**src/hw/rtl/sequence_track_event_scanner_core_assert.svh**
```systemverilog
// assertion macros for the sequence track event scanner
`ifndef SEQUENCE_TRACK_EVENT_SCANNER_CORE_ASSERT_SVH
`define SEQUENCE_TRACK_EVENT_SCANNER_CORE_ASSERT_SVH

// concurrent check on an explicit clock and active-low reset
`define STES_ASSERT_CLK(label, clk, rst_n, prop, msg) \
  label: assert property (@(posedge clk) disable iff (!rst_n) (prop)) else $error(msg);

// concurrent check on the usual clk_i and rst_ni
`define STES_ASSERT(label, prop, msg) \
  `STES_ASSERT_CLK(label, clk_i, rst_ni, prop, msg)

`endif

```
**src/hw/rtl/stes_pkg.sv**
```systemverilog
// types, constants and helper functions of the track event scanner
package stes_pkg;

  localparam int unsigned ByteW   = 8;
  localparam int unsigned StatusW = 3;
  localparam int unsigned LengthW = 21;
  localparam int unsigned CountW  = 19;
  localparam int unsigned ParamW  = 3;

  localparam logic [LengthW-1:0] MaxTrackBytes = LengthW'(1048576);
  localparam logic [CountW-1:0]  MaxEvents     = CountW'(262144);

  // stored parse phase
  typedef enum logic [2:0] {
    PH_IDLE     = 3'd0,
    PH_STATUS   = 3'd1,
    PH_NOTE     = 3'd2,
    PH_VAR_TIME = 3'd3,
    PH_FIXED    = 3'd4,
    PH_VAR_DUR  = 3'd5,
    PH_EXTRA    = 3'd6,
    PH_PARAMS   = 3'd7
  } phase_e;

  // per-item result code
  typedef enum logic [StatusW-1:0] {
    ST_INSIDE = 3'd0,
    ST_DONE   = 3'd1,
    ST_END    = 3'd2,
    ST_ERROR  = 3'd3,
    ST_IDLE   = 3'd4
  } scan_status_e;

  // where the parser goes after one byte: either the event is complete or a phase
  typedef struct packed {
    logic   done;
    phase_e phase;
  } next_t;

  localparam next_t NextDone = '{done: 1'b1, phase: PH_IDLE};

  function automatic next_t go(input phase_e ph);
    next_t r;
    r.done  = 1'b0;
    r.phase = ph;
    return r;
  endfunction

  // parameter byte count of a control code
  function automatic logic [ParamW-1:0] param_count(input logic [4:0] code);
    logic [ParamW-1:0] n;
    case (code) inside
      [5'd1:5'd6], 5'd9, [5'd13:5'd14], [5'd16:5'd21]: begin
        n = ParamW'(1);
      end
      5'd7, 5'd10: begin
        n = ParamW'(2);
      end
      5'd8: begin
        n = ParamW'(4);
      end
      default: begin
        n = '0;
      end
    endcase
    return n;
  endfunction

  // optional timing field selected by bits 6:5 of the status
  function automatic next_t timing_next(input logic [ByteW-1:0] s, input next_t otherwise);
    next_t r;
    case (s[6:5])
      2'b10:   r = go(PH_VAR_TIME);
      2'b11:   r = go(PH_FIXED);
      default: r = otherwise;
    endcase
    return r;
  endfunction

  function automatic next_t note_after_dur(input logic vel);
    return vel ? go(PH_EXTRA) : NextDone;
  endfunction

  function automatic next_t note_after_timing(input logic [ByteW-1:0] s, input logic vel);
    return (s[4:0] == 5'h1f) ? go(PH_VAR_DUR) : note_after_dur(vel);
  endfunction

  function automatic next_t after_timing(input logic [ByteW-1:0] s, input logic vel);
    return s[7] ? NextDone : note_after_timing(s, vel);
  endfunction

endpackage

```
**src/hw/rtl/stes_if.sv**
```systemverilog
// item channels of the track event scanner
interface stes_in_if;
  logic                          valid;
  logic                          ready;
  logic [stes_pkg::ByteW-1:0]    data_byte;
  logic                          track_start;
  logic                          region_last;

  modport source (output valid, output data_byte, output track_start, output region_last,
                  input ready);
  modport sink   (input valid, input data_byte, input track_start, input region_last,
                  output ready);
endinterface

interface stes_out_if;
  logic                          valid;
  logic                          ready;
  logic [stes_pkg::StatusW-1:0]  scan_status;
  logic [stes_pkg::LengthW-1:0]  track_length;
  logic [stes_pkg::CountW-1:0]   event_count;

  modport source (output valid, output scan_status, output track_length, output event_count,
                  input ready);
  modport sink   (input valid, input scan_status, input track_length, input event_count,
                  output ready);
endinterface

```
**src/hw/rtl/sequence_track_event_scanner_core.sv**
```systemverilog
// track event scanner: byte-serial parser of music sequence track events
// The scanner takes one track byte per item and returns one result item for each:
// a status (inside event, event complete, track end, error, idle byte ignored), the
// running byte count of the track and the number of completed events. A byte with
// track_start set clears all state and is parsed as a status byte. After a track
// end or an error the scanner ignores bytes until the next track_start. Throughput
// is one item per clock cycle when neither side stalls; each item goes through an
// input register and then a result register, and the parse state is updated as the
// item moves from the input register into the result register. Either side may
// stall: the input register takes a new item whenever it is empty, or the result
// register is free or being drained in the same cycle.

`include "sequence_track_event_scanner_core_assert.svh"

module sequence_track_event_scanner_core (
  input  logic         clk_i,
  input  logic         rst_ni,
  stes_in_if.sink      in_i,
  stes_out_if.source   out_o
);

  // input register
  logic                          in_valid_q;
  logic [stes_pkg::ByteW-1:0]    in_byte_q;
  logic                          in_start_q;
  logic                          in_last_q;

  // result register
  logic                          out_valid_q;
  stes_pkg::scan_status_e        out_status_q;
  logic [stes_pkg::LengthW-1:0]  out_length_q;
  logic [stes_pkg::CountW-1:0]   out_count_q;

  // parse state
  stes_pkg::phase_e              phase_q, phase_d;
  logic [stes_pkg::ByteW-1:0]    held_q, held_d;
  logic                          vel_q, vel_d;
  logic [stes_pkg::ParamW-1:0]   par_q, par_d;
  logic                          v2_q, v2_d;
  logic [stes_pkg::LengthW-1:0]  bc_q, bc_d;
  logic [stes_pkg::CountW-1:0]   ec_q, ec_d;

  // state as seen by the byte in the input register (track start clears it)
  stes_pkg::phase_e              ph_cur;
  logic [stes_pkg::ByteW-1:0]    held_cur;
  logic                          vel_cur;
  logic [stes_pkg::ParamW-1:0]   par_cur;
  logic                          v2_cur;
  logic [stes_pkg::LengthW-1:0]  bc_cur;
  logic [stes_pkg::CountW-1:0]   ec_cur;

  stes_pkg::scan_status_e        st_d;
  stes_pkg::next_t               nx;
  logic                          last;
  logic                          is_end;
  logic                          adv;

  // the input register moves on when the result register is free or drains now
  assign adv        = in_valid_q && (!out_valid_q || out_o.ready);
  assign in_i.ready = !in_valid_q || adv;

  assign ph_cur   = in_start_q ? stes_pkg::PH_STATUS : phase_q;
  assign held_cur = in_start_q ? '0 : held_q;
  assign vel_cur  = in_start_q ? 1'b0 : vel_q;
  assign par_cur  = in_start_q ? '0 : par_q;
  assign v2_cur   = in_start_q ? 1'b0 : v2_q;
  assign bc_cur   = in_start_q ? '0 : bc_q;
  assign ec_cur   = in_start_q ? '0 : ec_q;

  // end-of-track control: control status with code 0
  assign is_end = held_d[7] && (held_d[6:5] != 2'b01) && (held_d[4:0] == 5'd0);

  always_comb begin
    phase_d = ph_cur;
    held_d  = held_cur;
    vel_d   = vel_cur;
    par_d   = par_cur;
    v2_d    = v2_cur;
    bc_d    = bc_cur;
    ec_d    = ec_cur;
    nx      = stes_pkg::go(stes_pkg::PH_IDLE);
    st_d    = stes_pkg::ST_IDLE;
    last    = 1'b0;

    if (ph_cur != stes_pkg::PH_IDLE) begin
      // byte counter saturates at the track byte cap
      if (bc_cur < stes_pkg::MaxTrackBytes) begin
        bc_d = bc_cur + stes_pkg::LengthW'(1);
      end
      last = in_last_q || (bc_d >= stes_pkg::MaxTrackBytes);

      case (ph_cur)
        stes_pkg::PH_STATUS: begin
          held_d = in_byte_q;
          vel_d  = 1'b0;
          v2_d   = 1'b0;
          if (!in_byte_q[7]) begin
            nx = stes_pkg::go(stes_pkg::PH_NOTE);
          end else if (in_byte_q[6:5] == 2'b01) begin
            // relative note: single byte event
            nx = stes_pkg::NextDone;
          end else begin
            par_d = stes_pkg::param_count(in_byte_q[4:0]);
            nx    = (par_d != '0) ? stes_pkg::go(stes_pkg::PH_PARAMS)
                                  : stes_pkg::timing_next(in_byte_q, stes_pkg::NextDone);
          end
        end
        stes_pkg::PH_NOTE: begin
          // note byte top bit asks for an extra byte at the end
          vel_d = in_byte_q[7];
          nx    = stes_pkg::timing_next(held_cur, stes_pkg::note_after_timing(held_cur, vel_d));
        end
        stes_pkg::PH_VAR_TIME, stes_pkg::PH_VAR_DUR: begin
          // a variable field has a second byte when the first has its top bit set, unless the track limit cuts it short
          if (!v2_cur && in_byte_q[7] && !last) begin
            v2_d = 1'b1;
            nx   = stes_pkg::go(ph_cur);
          end else begin
            v2_d = 1'b0;
            nx   = (ph_cur == stes_pkg::PH_VAR_TIME) ? stes_pkg::after_timing(held_cur, vel_cur)
                                                      : stes_pkg::note_after_dur(vel_cur);
          end
        end
        stes_pkg::PH_FIXED: begin
          nx = stes_pkg::after_timing(held_cur, vel_cur);
        end
        stes_pkg::PH_EXTRA: begin
          nx = stes_pkg::NextDone;
        end
        stes_pkg::PH_PARAMS: begin
          if (par_cur != '0) begin
            par_d = par_cur - stes_pkg::ParamW'(1);
          end
          nx = (par_d != '0) ? stes_pkg::go(stes_pkg::PH_PARAMS)
                             : stes_pkg::timing_next(held_cur, stes_pkg::NextDone);
        end
        default: begin
          nx = stes_pkg::NextDone;
        end
      endcase

      if (nx.done) begin
        // event count saturates at the event cap
        if (ec_cur < stes_pkg::MaxEvents) begin
          ec_d = ec_cur + stes_pkg::CountW'(1);
        end
        if (is_end) begin
          st_d    = stes_pkg::ST_END;
          phase_d = stes_pkg::PH_IDLE;
        end else if (last || (ec_d >= stes_pkg::MaxEvents)) begin
          st_d    = stes_pkg::ST_ERROR;
          phase_d = stes_pkg::PH_IDLE;
        end else begin
          st_d    = stes_pkg::ST_DONE;
          phase_d = stes_pkg::PH_STATUS;
        end
      end else if (last) begin
        // ran out of region inside an event
        st_d    = stes_pkg::ST_ERROR;
        phase_d = stes_pkg::PH_IDLE;
      end else begin
        st_d    = stes_pkg::ST_INSIDE;
        phase_d = nx.phase;
      end
    end
  end

  // input register
  always_ff @(posedge clk_i or negedge rst_ni) begin
    if (!rst_ni) begin
      in_valid_q <= 1'b0;
    end else if (in_i.ready) begin
      in_valid_q <= in_i.valid;
    end
  end

  always_ff @(posedge clk_i) begin
    if (in_i.valid && in_i.ready) begin
      in_byte_q  <= in_i.data_byte;
      in_start_q <= in_i.track_start;
      in_last_q  <= in_i.region_last;
    end
  end

  // parse state, updated once per item as it enters the result register
  always_ff @(posedge clk_i or negedge rst_ni) begin
    if (!rst_ni) begin
      phase_q <= stes_pkg::PH_IDLE;
      held_q  <= '0;
      vel_q   <= 1'b0;
      par_q   <= '0;
      v2_q    <= 1'b0;
      bc_q    <= '0;
      ec_q    <= '0;
    end else if (adv) begin
      phase_q <= phase_d;
      held_q  <= held_d;
      vel_q   <= vel_d;
      par_q   <= par_d;
      v2_q    <= v2_d;
      bc_q    <= bc_d;
      ec_q    <= ec_d;
    end
  end

  // result register
  always_ff @(posedge clk_i or negedge rst_ni) begin
    if (!rst_ni) begin
      out_valid_q <= 1'b0;
    end else if (adv) begin
      out_valid_q <= 1'b1;
    end else if (out_o.ready) begin
      out_valid_q <= 1'b0;
    end
  end

  always_ff @(posedge clk_i) begin
    if (adv) begin
      out_status_q <= st_d;
      out_length_q <= bc_d;
      out_count_q  <= ec_d;
    end
  end

  assign out_o.valid        = out_valid_q;
  assign out_o.scan_status  = out_status_q;
  assign out_o.track_length = out_length_q;
  assign out_o.event_count  = out_count_q;

  // a pending second variable byte only lives in a variable field phase
  `STES_ASSERT(a_v2_phase, v2_q |-> (phase_q == stes_pkg::PH_VAR_TIME || phase_q == stes_pkg::PH_VAR_DUR), "second byte flag outside variable field")
  // counters never pass their caps
  `STES_ASSERT(a_bc_cap, bc_q <= stes_pkg::MaxTrackBytes, "byte counter above cap")
  `STES_ASSERT(a_ec_cap, ec_q <= stes_pkg::MaxEvents, "event counter above cap")
  // a completed event leaves the parser waiting for the next status byte
  `STES_ASSERT(a_done_next, (adv && st_d == stes_pkg::ST_DONE) |=> (phase_q == stes_pkg::PH_STATUS), "no status phase after event")

endmodule
```
**src/flat_wrapper.sv**
```systemverilog
// flat-port wrapper written by rule: the top's interface ports become plain ports
module sequence_track_event_scanner_core_flat 
  (clk_i, rst_ni, in_i_valid, in_i_data_byte, in_i_track_start, in_i_region_last, in_i_ready, out_o_valid, out_o_scan_status, out_o_track_length, out_o_event_count, out_o_ready);
  stes_in_if in_i_i ();
  stes_out_if out_o_i ();
  input  logic clk_i;
  input  logic rst_ni;
  input wire logic [$bits(in_i_i.valid)-1:0] in_i_valid;
  input wire logic [$bits(in_i_i.data_byte)-1:0] in_i_data_byte;
  input wire logic [$bits(in_i_i.track_start)-1:0] in_i_track_start;
  input wire logic [$bits(in_i_i.region_last)-1:0] in_i_region_last;
  output wire logic [$bits(in_i_i.ready)-1:0] in_i_ready;
  output wire logic [$bits(out_o_i.valid)-1:0] out_o_valid;
  output wire logic [$bits(out_o_i.scan_status)-1:0] out_o_scan_status;
  output wire logic [$bits(out_o_i.track_length)-1:0] out_o_track_length;
  output wire logic [$bits(out_o_i.event_count)-1:0] out_o_event_count;
  input wire logic [$bits(out_o_i.ready)-1:0] out_o_ready;
  assign in_i_i.valid = in_i_valid;
  assign in_i_i.data_byte = in_i_data_byte;
  assign in_i_i.track_start = in_i_track_start;
  assign in_i_i.region_last = in_i_region_last;
  assign in_i_ready = in_i_i.ready;
  assign out_o_valid = out_o_i.valid;
  assign out_o_scan_status = out_o_i.scan_status;
  assign out_o_track_length = out_o_i.track_length;
  assign out_o_event_count = out_o_i.event_count;
  assign out_o_i.ready = out_o_ready;
  sequence_track_event_scanner_core u_core (.clk_i(clk_i), .rst_ni(rst_ni), .in_i(in_i_i), .out_o(out_o_i));
endmodule
```
**config.mk**
```make
export PLATFORM = sky130hd
export DESIGN_NAME = sequence_track_event_scanner_core_flat
export DESIGN_NICKNAME = d
export VERILOG_FILES = /design/src/hw/rtl/stes_pkg.sv /design/src/hw/rtl/stes_if.sv /design/src/hw/rtl/sequence_track_event_scanner_core.sv /design/src/flat_wrapper.sv
export VERILOG_INCLUDE_DIRS = /design/src /design/src/hw/rtl
export SDC_FILE = /design/constraint.sdc
export NUM_CORES = 1
export LEC_CHECK = 0
export BUFFER_PORTS_ARGS = -buffer_cell sky130_fd_sc_hd__buf_2
export CAP_MARGIN = 20
export CORE_UTILIZATION = 60
export CTS_BUF_LIST = sky130_fd_sc_hd__clkbuf_4 sky130_fd_sc_hd__clkbuf_8 sky130_fd_sc_hd__clkbuf_16
export CTS_CLUSTER_DIAMETER = 150
export CTS_CLUSTER_SIZE = 25
export DETAILED_ROUTE_END_ITERATION = 8
export GPL_TIMING_DRIVEN = 0
export HOLD_SLACK_MARGIN = 0.02
export PLACE_DENSITY = 0.81
export REMOVE_ABC_BUFFERS = 1
export SYNTH_ARGS = -nofsm -noshare
export SYNTH_HDL_FRONTEND = slang
export SYNTH_SLANG_ARGS = --single-unit
```
**constraint.sdc**
```tcl
create_clock -name clk_i -period 4.3 [get_ports clk_i]
set_input_delay 0.86 -clock clk_i [delete_from_list [all_inputs] [get_ports clk_i]]
set_output_delay 0.86 -clock clk_i [all_outputs]
set_load 0.1 [all_outputs]
```
==> flow_summary.ini, run 1 <==
[run]
cap_violations = 0

[cts]
clock-root-buffer = clkbuf_8
cts_sinks = 111
cts_tree = built
cts_buffers = 9
clock_latency_ns = 0.40
cts_max_path_buffers = 2
h-tree-depth = 3
path_clk_slew_ns = 0.10

[floorplanning]
die-area_mm2 = 0.0106
pin_count = 59
die_x_um = 103
num_rows = 36
coreArea_mm2 = 0.00986
initial_utilization_pct = 62.2
die_h_um = 103

[critical_path]
cp_top_family = simple AND/OR/NAND/NOR gates
required_ns = 4.45
rr_startpoint = u_core.in_start_q$_DFFE_PP_
slowest_delay_ns = 0.44
crit_chain = buf_16 -> buf_16 -> clkinvlp_4 -> nand2_1 -> ha_1 -> inv_1 -> ha_1 -> nor2b_1 -> a32oi_1 -> or3_1 -> a21oi_4 -> nor2_4 -> or3_4 -> mux2_4
crit_path_end_kind = flop
crit_fanout = 28
crit_cells = 14
critical_path_arrival_ns = 4.06
crit_buf_inv = 4
critPathKind = flop to flop
crit_start = u_core.in_start_q$_DFFE_PP_
reg2reg_depth = 14
cpMaxStageDelayCell = edfxtp_1
cp-start-kind = flop

[layout]
drive_above_1_share_pct = 16.3
diodes = 0
fin_util_pct = 68.3
fin_nets = 694
syn_to_final_growth_pct = 9.82
final_cell_area_mm2 = 0.00674

[grt]
grt_pass1_wl_um = 22300
antenna_found_initial = 0
grt_usage_pct = 27.8
overflow = 0
grt_max_degree = 59
grt_pass1_vias = 4599

[sta]
finalClockSkew_ns = 0.0124
setup_viol = 0
fin_crit_ns = 3.91
min_period_over_period_pct = 90.9
drv_slew = 0
max_freq_ghz = 0.256
max_slew_margin_pct = 44.1
hold_slack_ns = 0.505
tightest_slew_ns = 0.839
rsz0062_at_grt = false
hold_viol_final = 0

[place]
port_buffers = 58
gp_congestion = 0.950
hpwl_um = 9270
place_area_mm2 = 0.00657

[route]
viasPerCell = 6.23
drt_first_iter_violations = 399
postRouteAntennaNets = 0
postRouteWirelength_um = 13800
drc = 0
drt-pass1-iter-count = 5
vias = 5062
wire_per_inst_um = 17.0

[logic_synthesis]
avgSynthCellArea_um2 = 9.71
synth_area_mm2 = 0.00614
postSynthCellCount = 632
synth_edf_count = 53
synth-seq-cells = 111
dominantRegCellSynth = dfrtp_1
ys_async_sr_fraction_pct = 52.3
synth_warnings = 0
yosysSeqAreaShare_pct = 49.6
netlist-cell-type-count = 79

[hold_path]
whs_path_depth = 2
hold_class = flop to flop
hp-start = u_core.bc_q[0]$_DFFE_PN0P_

[power]
leakage_nw = 2.71
power_w = 0.00277
irDropWorstVdd_mv = 0.335
p_per_area_mw_per_mm2 = 412

[status]
status = finished clean
sequential cells by signal, indices dropped and copies added, names as in the netlist:
register                   flops
u_core.out_o.scan_status       3
u_core.in_last_q               1
u_core.in_valid_q              1
u_core.out_o.valid             1
u_core.out_o.track_length     21
u_core.bc_q                   21
u_core.in_byte_q               8
u_core.in_start_q              1
u_core.out_o.event_count      19
u_core.vel_q                   1
u_core.par_q                   3
u_core.held_q                  8
u_core.v2_q                    1
u_core.ec_q                   19
u_core.phase_q                 3
power by group:
part / leakage [nW] / total, W / switching, W / internal, W
Clock: 0.0796 / 0.000552 / 0.000343 / 0.000209
Combinational: 1.34 / 0.000846 / 0.000630 / 0.000216
Sequential: 1.29 / 0.00138 / 0.000124 / 0.00125
worst paths after layout:
check                           slack [ns]                                    end
max in group asynchronous             3.21            u_core.par_q[2]$_DFFE_PN0P_
worst min-delay path                  0.51             u_core.bc_q[0]$_DFFE_PN0P_
worst min register to register        0.51             u_core.bc_q[0]$_DFFE_PN0P_
worst max register to register        0.39  u_core.out_o.event_count[4]$_DFFE_PP_
worst max-delay path                  0.39  u_core.out_o.event_count[4]$_DFFE_PP_
min in group asynchronous             0.55             u_core.bc_q[3]$_DFFE_PN0P_
repair_timing:
item                                    4_1_cts  5_1_grt
endpoints found under the setup margin       21        1
hold buffers                                  0        0
gates resized for setup                       2        0
cloned                                        0        1
setup buffers                                 1        0
endpoints found under the hold margin         0        0
worst register-to-register path: stages (launching register included):
cell and delay (ns):
edfxtp_1 0.44, buf_16 0.18, buf_16 0.18, clkinvlp_4 0.30, nand2_1 0.22, ha_1 0.22, inv_1 0.06, ha_1 0.21
nor2b_1 0.12, a32oi_1 0.11, or3_1 0.44, a21oi_4 0.27, nor2_4 0.19, or3_4 0.42, mux2_4 0.30
synth_stat cells, types with 10 or more instances:
library cell	number	area, um2
o31ai_1	11	82.6
a21oi_1	18	90.1
o21ai_0	30	150
dfrtp_1	58	1450
and3_1	10	62.6
nor2_1	55	206
xnor2_1	10	87.6
nand4_1	13	81.3
edfxtp_1	53	1590
nand2b_1	12	75.1
nand2_1	101	379
inv_1	15	56.3
o211ai_1	11	82.6
nor2b_1	17	106
xor2_1	11	96.3
clkbuf_1	18	67.6
nor3_1	15	75.1
nand3_1	20	100
routing by layer:
layer  up-vias  GRT usage (%)  wire, um
met3        21           6.85       878
met4         0           12.6       215
met5         -              0         0
li1       2400              -         -
met2       196           45.6      6890
met1      2445           35.0      5800
area by class of cell:
| type | instances | area, um2 |
|---|---|---|
| timing repair inverter | 1 | 5.00 |
| clock inverter | 6 | 27.5 |
| fill | 775 | 3120 |
| inverter | 17 | 67.6 |
| timing repair buffer | 64 | 423 |
| multi-input combinational | 471 | 2880 |
| sequential | 111 | 3040 |
| clock buffer | 10 | 131 |
| tap | 133 | 166 |
stage by stage:
| step | cells | TNS [ns] | setup slack, ns |
|---|---|---|---|
| 6_report | 813 | 0 | 0.391 |
| 3_5_place_dp | 795 | -2.33 | -0.289 |
| 2_1_floorplan | 599 | -2.07 | -0.300 |
| 5_1_grt | 813 | 0 | 0.188 |
| 4_1_cts | 812 | 0 | 0.256 |
| 3_3_place_gp | 790 | -131.58 | -1.83 |
placed cells by master, fill, tap and decap left out, types with 12 or more instances in the layout:
cell type  synthesis  routed
dfrtp_1           58      58
nand3_1           20      20
o21ai_0           30      30
nand2_1          101     100
a21oi_1           18      18
nor3_1            15      15
nor2_1            55      55
nand2b_1          12      12
inv_1             15      13
nor2b_1           17      17
nand4_1           13      13
buf_2              7      57
edfxtp_1          53      53
kinds of logic (layout without fill, tap and decap cells):
kind of cell,Yosys count,count (layout),synth area share [%]
and+or+nand+nor,303,303,25.7
xor gates and xnor gates,21,21,3.00
muxes,10,10,1.83
DFF,111,111,49.6
adders and majority gates,5,5,1.02
buffers and inverters,50,98,3.59
AOI/OAI and AO/OA,132,132,15.3
No activity file was read; power rests on OpenSTA's default activity.
==> inputs of run 2 (changes only) <==
--- a/config.mk
+++ b/config.mk
@@ -8,14 +8,14 @@
 export LEC_CHECK = 0
 export BUFFER_PORTS_ARGS = -buffer_cell sky130_fd_sc_hd__buf_2
 export CAP_MARGIN = 20
-export CORE_UTILIZATION = 60
-export CTS_BUF_LIST = sky130_fd_sc_hd__clkbuf_4 sky130_fd_sc_hd__clkbuf_8 sky130_fd_sc_hd__clkbuf_16
+export CORE_UTILIZATION = 62
+export CTS_BUF_LIST = sky130_fd_sc_hd__clkbuf_8
 export CTS_CLUSTER_DIAMETER = 150
 export CTS_CLUSTER_SIZE = 25
 export DETAILED_ROUTE_END_ITERATION = 8
 export GPL_TIMING_DRIVEN = 0
 export HOLD_SLACK_MARGIN = 0.02
-export PLACE_DENSITY = 0.81
+export PLACE_DENSITY = 0.83
 export REMOVE_ABC_BUFFERS = 1
 export SYNTH_ARGS = -nofsm -noshare
 export SYNTH_HDL_FRONTEND = slang
==> flow_summary.ini, run 2 (synthesis results as in run 1) <==
[place]
port_buffers = 58
gp_congestion = 0.880
pre_cts_ws_ns = -0.308
place_area_mm2 = 0.00656
hpwl_um = 9410
place_inst = 791

[layout]
fill_cells = 698
syn_to_final_growth_pct = 9.99
drive_above_1_share_pct = 16.3
layout_commonest_cell = nand2_1
diodes = 0
fin_cells = 808
final_cell_mix = nand2_1 (100), dfrtp_1 (58), buf_2 (57), nor2_1 (55), edfxtp_1 (53)
final_cell_area_mm2 = 0.00675
fin_nets = 693

[power]
irDropWorstVdd_mv = 0.296
leakage_nw = 2.73
p_per_area_mw_per_mm2 = 414

[route]
viasPerCell = 6.31
vias = 5101
postRouteWirelength_um = 13800
postRouteAntennaNets = 0
drc = 0
wire_per_inst_um = 17.1
drt_first_iter_violations = 354
drt-pass1-iter-count = 5

[grt]
antenna_found_initial = 0
grt_max_degree = 59
grt_usage_pct = 28.9
grt_use_met1_pct = 36.2
grtUsageMet2_pct = 48.0
overflow = 0
grt_busiest_layer = met2
grt_pass1_wl_um = 23100
grt_pass1_vias = 4941
grt_use_met3_pct = 5.38

[cts]
h-tree-depth = 3
cts_tree = built
cts_max_path_buffers = 2
cts_sinks = 111
clock-root-buffer = clkbuf_8
cts_buffers = 9
clock_latency_ns = 0.37
path_clk_slew_ns = 0.10

[critical_path]
cp-start-kind = flop
required_ns = 4.44
crit_chain = buf_16 -> buf_16 -> clkinvlp_4 -> nand2_1 -> ha_1 -> inv_1 -> ha_1 -> inv_1 -> a32oi_1 -> or3_1 -> a21oi_4 -> nor2_4 -> or3_4 -> mux2_4
reg2reg_depth = 14
crit_fanout = 28
cpMaxStageDelayCell = or3_1
crit_path_end_kind = flop
critPathKind = flop to flop
critical_path_arrival_ns = 4.19
slowest_delay_ns = 0.46

[sta]
max_freq_ghz = 0.247
setup_viol = 0
min_period_over_period_pct = 94.2
drv_slew = 0
timing.final.ws_setup_ns = 0.251
rsz0062_at_grt = false
tightest_slew_ns = 0.867
finalClockSkew_ns = 0.00993
fin_crit_ns = 4.05
max_slew_margin_pct = 42.2
hold_viol_final = 0

[hold_path]
hold_class = flop to flop
whs_path_depth = 2

[status]
status = finished clean

[run]
cap_violations = 0

[floorplanning]
die-area_mm2 = 0.0103
coreArea_mm2 = 0.00942
pin_count = 59
num_rows = 35
die_x_um = 102
die_h_um = 102
initial_utilization_pct = 65.2
[run 2: changes by cell type in the layout (fill, tap and decap cells not counted), sizes merged]
cell      previous run  this run
clkinv               6         1
inv                 15        19
clkbuf              10        11
clkinvlp             3         2
[run 2: per-stage QoR]
step	hold WS [ns]	power, W	TNS (ns)	utilization [%]
global route	0.545	0.00292	0	71.7
detailed placement	0.494	0.00223	-3.48	69.7
finish	0.522	0.00279	0	71.7
floorplan	0.457	0.00203	-2.07	-
CTS	0.516	0.00281	0	71.7
global placement	0.470	0.00219	-135.56	68.3
[run 2: area by class of cell]
type,instances,area (um2),share of cell area [%]
Clock buffer,11,151,2.24
Clock inverter,5,27.5,0.408
Inverter,17,67.6,1.00
Multi-Input combinational cell,471,2880,42.6
Sequential cell,111,3040,45.1
Tap cell,129,161,2.39
Timing Repair Buffer,64,423,6.26
[run 2: repair_timing]
item | in CTS | in global routing
pin swaps | 0 | 1
endpoints found under the setup margin | 29 | 2
buffers inserted | 1 | 0
cloned | 0 | 0
resized for setup | 1 | 1
hold buffers | 0 | 0
[run 2: path summary, 6_finish.rpt]
check / start / end / slack [ns]
setup / recovery: u_core.in_start_q$_DFFE_PP_ / u_core.out_o.event_count[4]$_DFFE_PP_ / 0.25
hold / removal: u_core.held_q[3]$_DFFE_PN0P_ / u_core.held_q[3]$_DFFE_PN0P_ / 0.52
setup reg to reg: u_core.in_start_q$_DFFE_PP_ / u_core.out_o.event_count[4]$_DFFE_PP_ / 0.25
hold reg to reg: u_core.held_q[3]$_DFFE_PN0P_ / u_core.held_q[3]$_DFFE_PN0P_ / 0.52
max in group asynchronous: rst_ni / u_core.phase_q[0]$_DFFE_PN0P_ / 3.22
min in group asynchronous: rst_ni / u_core.bc_q[3]$_DFFE_PN0P_ / 0.56
[run 2: per-layer routing]
metal  wire length (um)  share of wire (%)
met5                  0                  0
met4                459                3.3
met3                740                5.4
met2               6790                 49
met1               5820                 42
[run 2: critical path: cells and delay by family (launching register included)]
kind                     cells  cell delay [ns]
adder cells (fa/ha/maj)      2             0.41
buffers and inverters        5             0.90
AO/OA/AOI/OAI                2             0.42
multiplexers                 1             0.30
AND/OR/NAND/NOR              4             1.31
flip-flops                   1             0.44
[run 2: power by group]
part / internal (W) / total (W) / switching, W
logic: 0.000215 / 0.000841 / 0.000626
clock network: 0.000239 / 0.000577 / 0.000338
registers: 0.00125 / 0.00138 / 0.000123
total: 0.00171 / 0.00279 / 0.00109
